**config.mk**
```make
export PLATFORM = sky130hd
export DESIGN_NAME = vpid_rootdiv
export DESIGN_NICKNAME = d
export VERILOG_FILES = /design/src/design/vpid_pkg.sv /design/src/design/vpid_rootdiv.sv
export SDC_FILE = /design/constraint.sdc
export NUM_CORES = 1
export LEC_CHECK = 0
export ABC_AREA = 1
export BUFFER_PORTS_ARGS = -buffer_cell sky130_fd_sc_hd__buf_2
export CAP_MARGIN = 20
export CORE_MARGIN = 2
export CORE_UTILIZATION = 45
export DETAILED_ROUTE_END_ITERATION = 6
export GPL_TIMING_DRIVEN = 0
export PLACE_DENSITY = 0.73
export REMOVE_ABC_BUFFERS = 1
export SYNTH_ARGS = -nofsm -noshare
export SYNTH_HDL_FRONTEND = slang
export SYNTH_SLANG_ARGS = --single-unit
```
**constraint.sdc**
```tcl
create_clock -name clk_i -period 5.2 [get_ports clk_i]
set_input_delay 0.52 -clock clk_i [delete_from_list [all_inputs] [get_ports clk_i]]
set_output_delay 0.52 -clock clk_i [all_outputs]
set_load 0.005 [all_outputs]
```
**src/design/vpid_pkg.sv**
```systemverilog
// Shared widths, register indexes and handshake structs for the vector PID block.
package vpid_pkg;

  localparam int DATA_W    = 32;   // error and output fields, Q16.16
  localparam int INTEG_W   = 48;   // integral, Q32.16
  localparam int GAIN_W    = 16;   // one Q8.8 gain
  localparam int DT_W      = 16;   // elapsed time, Q0.16
  localparam int LIM_W     = 31;   // norm limit, unsigned Q15.16
  localparam int CFG_DW    = 48;
  localparam int CFG_IW    = 3;
  localparam int ACC_W     = 58;   // exact sum of the three gain terms
  localparam int MUL_W     = 33;   // shared signed multiplier operand
  localparam int PROD_W    = 2 * MUL_W;
  localparam int SUMSQ_W   = 64;
  localparam int ROOT_W    = 32;
  localparam int ITER_CW   = 5;
  localparam int AXES      = 3;

  localparam logic [CFG_IW-1:0] REG_KP  = 3'd0;
  localparam logic [CFG_IW-1:0] REG_KV  = 3'd1;
  localparam logic [CFG_IW-1:0] REG_KI  = 3'd2;
  localparam logic [CFG_IW-1:0] REG_LIM = 3'd3;

  localparam logic [LIM_W-1:0] LIM_RESET = 31'd1310720;
  localparam logic [ITER_CW-1:0] ITER_LAST = 5'd31;

  typedef struct packed {
    logic start;
    logic is_sqrt;
  } rd_req_t;

  typedef struct packed {
    logic busy;
    logic done;
  } rd_stat_t;

  function automatic logic [GAIN_W-1:0] gain_of(input logic [CFG_DW-1:0] packed_g,
                                                input logic [1:0] axis);
    logic [GAIN_W-1:0] g;
    case (axis)
      2'd0:    g = packed_g[15:0];
      2'd1:    g = packed_g[31:16];
      2'd2:    g = packed_g[47:32];
      default: g = '0;
    endcase
    return g;
  endfunction

endpackage

```
**src/design/vpid_rootdiv.sv**
```systemverilog
// Bit-serial unit: floor square root of 64 bits or 64/32 division, one result bit a cycle.
module vpid_rootdiv (
  input  logic                          clk_i,
  input  logic                          rst_ni,
  input  vpid_pkg::rd_req_t             req_i,
  input  logic [63:0]                   operand_i,
  input  logic [vpid_pkg::ROOT_W-1:0]   divisor_i,
  output vpid_pkg::rd_stat_t            stat_o,
  output logic [vpid_pkg::ROOT_W-1:0]   result_o
);

  logic                          busy_q, done_q, sqrt_q;
  logic [vpid_pkg::ITER_CW-1:0]  cnt_q;
  logic [63:0]                   work_q;
  logic [34:0]                   rem_q;
  logic [vpid_pkg::ROOT_W-1:0]   res_q, dvs_q;
  logic [34:0]                   rem_sh, trial, diff;
  logic                          ge;

  // One compare-subtract serves both the root digit and the quotient bit.
  always_comb begin
    if (sqrt_q) begin
      rem_sh = {rem_q[32:0], work_q[63:62]};
      trial  = {1'b0, res_q, 2'b01};
    end else begin
      rem_sh = {1'b0, rem_q[32:0], work_q[63]};
      trial  = {3'b000, dvs_q};
    end
    ge   = (rem_sh >= trial);
    diff = rem_sh - trial;
  end

  always_ff @(posedge clk_i or negedge rst_ni) begin
    if (!rst_ni) begin
      busy_q <= 1'b0;
      done_q <= 1'b0;
      cnt_q  <= '0;
    end else begin
      done_q <= 1'b0;
      if (req_i.start) begin
        busy_q <= 1'b1;
        cnt_q  <= vpid_pkg::ITER_LAST;
      end else if (busy_q) begin
        cnt_q <= cnt_q - 1'b1;
        if (cnt_q == '0) begin
          busy_q <= 1'b0;
          done_q <= 1'b1;
        end
      end
    end
  end

  always_ff @(posedge clk_i) begin
    if (req_i.start) begin
      sqrt_q <= req_i.is_sqrt;
      dvs_q  <= divisor_i;
      res_q  <= '0;
      if (req_i.is_sqrt) begin
        rem_q  <= '0;
        work_q <= operand_i;
      end else begin
        rem_q  <= {3'b000, operand_i[63:32]};
        work_q <= {operand_i[31:0], 32'd0};
      end
    end else if (busy_q) begin
      rem_q  <= ge ? diff : rem_sh;
      res_q  <= {res_q[vpid_pkg::ROOT_W-2:0], ge};
      work_q <= sqrt_q ? {work_q[61:0], 2'b00} : {work_q[62:0], 1'b0};
    end
  end

  assign stat_o.busy = busy_q;
  assign stat_o.done = done_q;
  assign result_o    = res_q;

endmodule
```
==> metrics.txt <==
result of the run=finished clean; Combinational Power Share=0.456; total setup buffers inserted after CTS=0; area growth from synthesis to layout=14.5%; core footprint=roughly 0.024 mm2; Placement Rows=57; number of failing setup endpoints in the final timing report=0; Sink Count=169; data required time of the critical path=roughly 5.5 ns; clock insertion delay at the later pin of the skew report=roughly 0.45 ns; Final HPWL DP=around 21000 um; share of power burned in registers=0.322; DIE AREA=0.0258 mm2; net load switching power=~2.4 mW; CTS tree=done; Lkg Pwr=between 6 and 7 nW; accumulated negative setup slack=0 ns; kind of critical path=reg -> reg; width of the chip=161 um; height of the die=161 um; total CTS buffers=17; count of filler cells inserted in the layout=approximately 2300; overflow left after global routing=0; number of enable flip-flop cells after synthesis=130; final net count=roughly 1700; number of instances resized during post-cts repair=0; Clock Power Share=0.222; Setup crit start kind=register; post-route core utilization=0.523; area share of the leading cell type in the synthesized netlist=0.353; Max-Slew Margin vs Limit=0.312; number of vias in the routed layout=~10000; cell at the root of the clock tree=clkbuf_16; global-route total usage across every layer=0.220; end point of the critical path=rem_q[32]; Post-Syn Area per Cell=~7.3 um2; routed wirelength normalized by instance count=14.7 um; maximum net fanout on the critical path=96; synth unique cells=40; clock tree buffer depth=2; main area contributors after synthesis=edfxtp_1, nand2_1, inv_1; Fin. Hold Viols=0; worst hold margin=0.250 ns; detailed-route DRC error count=0; most common library cells after synthesis=nand2_1, inv_1, nor2_1, nand3_1, edfxtp_1; worst IR drop on VDD=~0.00023 V; number of storage elements in the synthesis netlist=around 170; Crit. path cell count=17; power density normalized to cell area=447 mW/mm2; final WL=approximately 28000 um; endpoint of the worst-slack reg-to-reg timing path=rem_q[32]; maximum number of pins on one net before global-route repair=100; routability cong.=0.883; number of buffers and inverters on the critical path=5; Post-Layout Inst Area=between 0.01 and 0.015 mm2; type of the worst min-delay path=in -> reg; portion of the post-synthesis area used by sequential elements=0.427; critical path arrival=roughly 5.2 ns; share of final-layout standard cells stronger than drive strength 1=0.140; area of placed instances=0.0121 mm2; top-level port count=around 130; worst slew pin tran=slightly above 1 ns; average vias per placed instance=~5.2; standard cell with the maximum stage delay on the critical path=edfxtp_1; CTS clk-pin slew, worst paths=roughly 0.070 ns; crit-path most repeated cell=nand2_1; iteration count of the initial detailed-routing pass=6; initial antenna violation count=1; switching share of power=0.419; number of cells on the worst reg-to-reg path=17; setup repair after global routing missed its margin=false; flip-flop cell with the highest count after synthesis=edfxtp_1; final period demand of the worst path=4.87 ns; number of nets still failing antenna checks after routing=0; max incr delay on CP=a little under 0.9 ns; type of destination of the critical path=register; netlist area before placement=0.0110 mm2; startpoint of the worst-slack reg-to-reg timing path=sqrt_q; cell count after synthesis=between 1500 and 2000; via count of the first global-routing pass=around 9100; highest clock rate=205 MHz; number of violations reported at the end of detailed-routing iteration 0=881; depth of the CTS H-tree=4; number of max-cap violations=0; wire length of the first global-routing pass=around 46000 um; count of buffers from port buffering=~130; starting density of the core=0.457; final critical-path share of the clock period=0.937; worst clock skew=around 0.018 ns; post-synth top area cell=edfxtp_1; cells traversed along the worst timing path=buf_16, inv_4, or2_2, o21ai_0, inv_1, ha_1, a21oi_1, nand2_1, clkinv_1, nand2_1, nand2_1, nand3_2, nor2_4, nand2_4, inv_1, nor2_1, nor2_1; antenna cell count=0; register-to-register setup slack=between 0.3 and 0.4 ns; beginning of the critical path=sqrt_q; synth warn=0; max-slew violation total from the final report=0; cell family with most CP delay=simple AND/OR/NAND/NOR gates; cell-internal power=3.29 mW; most common cell in the synthesized netlist=nand2_1; asr flop ratio synth=0.0414
[placed cells by master, fill, tap and decap left out, drive strengths merged]
cell type,Yosys,routed
o21ai,74,74
inv,195,206
edfxtp,130,130
a21o,2,2
nand2,435,435
dlygate4sd3,0,1
dfxtp,32,32
nor3b,1,1
buf,27,143
o32ai,1,1
a21oi,23,23
o31ai,29,29
clkinvlp,0,1
nand3,145,145
clkinv,1,4
xnor2,15,15
clkbuf,50,17
o22ai,31,31
or2,32,32
dfrtp,7,7
a22oi,1,1
nand4,2,2
nor3,6,6
nor2,182,182
fa,1,1
nand3b,13,13
o311ai,31,31
ha,36,36
and2,2,2
[registers in the layout, summed over array words and instances, names as in the netlist]
signal / count
sqrt_q: 1
result_o: 32
done_q: 1
work_q: 64
busy_q: 1
rem_q: 33
dvs_q: 32
cnt_q: 5
[power by group through the flow]
stage	clock (mW)	combinational (mW)	sequential, mW
6_report	1.25	2.58	1.82
5_1_grt	1.33	2.94	1.85
4_1_cts	1.28	2.56	1.82
3_5_place_dp	0	2.54	1.85
3_3_place_gp	0	2.48	1.87
2_1_floorplan	0	1.87	1.83
[how the worst min path moves through the flow]
stage                          end  slack (ns)  cells past startpoint          from
final                     dvs_q[1]        0.25                      1  divisor_i[1]
after global routing      dvs_q[1]        0.24                      1  divisor_i[1]
after CTS                 dvs_q[6]        0.24                      1  divisor_i[6]
after detailed placement  cnt_q[1]        0.36                      1        rst_ni
after global placement    cnt_q[0]        0.36                      1        rst_ni
after floorplan             busy_q        0.22                      0        rst_ni
[routing by layer]
metal	part of all wire	global-route usage
met2	0.44	0.343
met3	0.046	0.0331
met4	0.021	0.0690
met5	0.00042	0
met1	0.49	0.317
[through the flow]
step                instances  total power [mW]  setup slack, ns
CTS                      1927              5.66            0.373
floorplan                1427              3.71            -1.99
global placement         1884              4.34            -6.10
global route             1927              6.12          0.00719
finish                   1927              5.65            0.326
detailed placement       1894              4.39            0.420
[repair_timing]
item / CTS / global route
hold buffers: 1 / 0
setup endpoints to repair: 0 / 0
endpoints found under the hold margin: 7 / 0
[kinds of logic (layout without fill, tap and decap cells)]
group | count (synthesis) | count (layout) | synth area share
flip-flops | 169 | 169 | 0.427
buffers and inverters | 273 | 372 | 0.0969
adder cells (fa/ha/maj) | 37 | 37 | 0.0426
XOR/XNOR | 15 | 15 | 0.0119
AO/OA/AOI/OAI | 192 | 192 | 0.109
AND/OR/NAND/NOR | 818 | 818 | 0.313
[cell type report]
class	count	area, um2	share of cell area
Clock buffer	17	425	0.0336
Inverter	196	743	0.0588
Sequential cell	169	4720	0.373
Timing Repair Buffer	144	942	0.0745
Multi-Input combinational cell	1062	5270	0.416
Tap cell	324	405	0.0321
Clock inverter	15	146	0.0116
No activity file was read; power rests on OpenSTA's default activity.
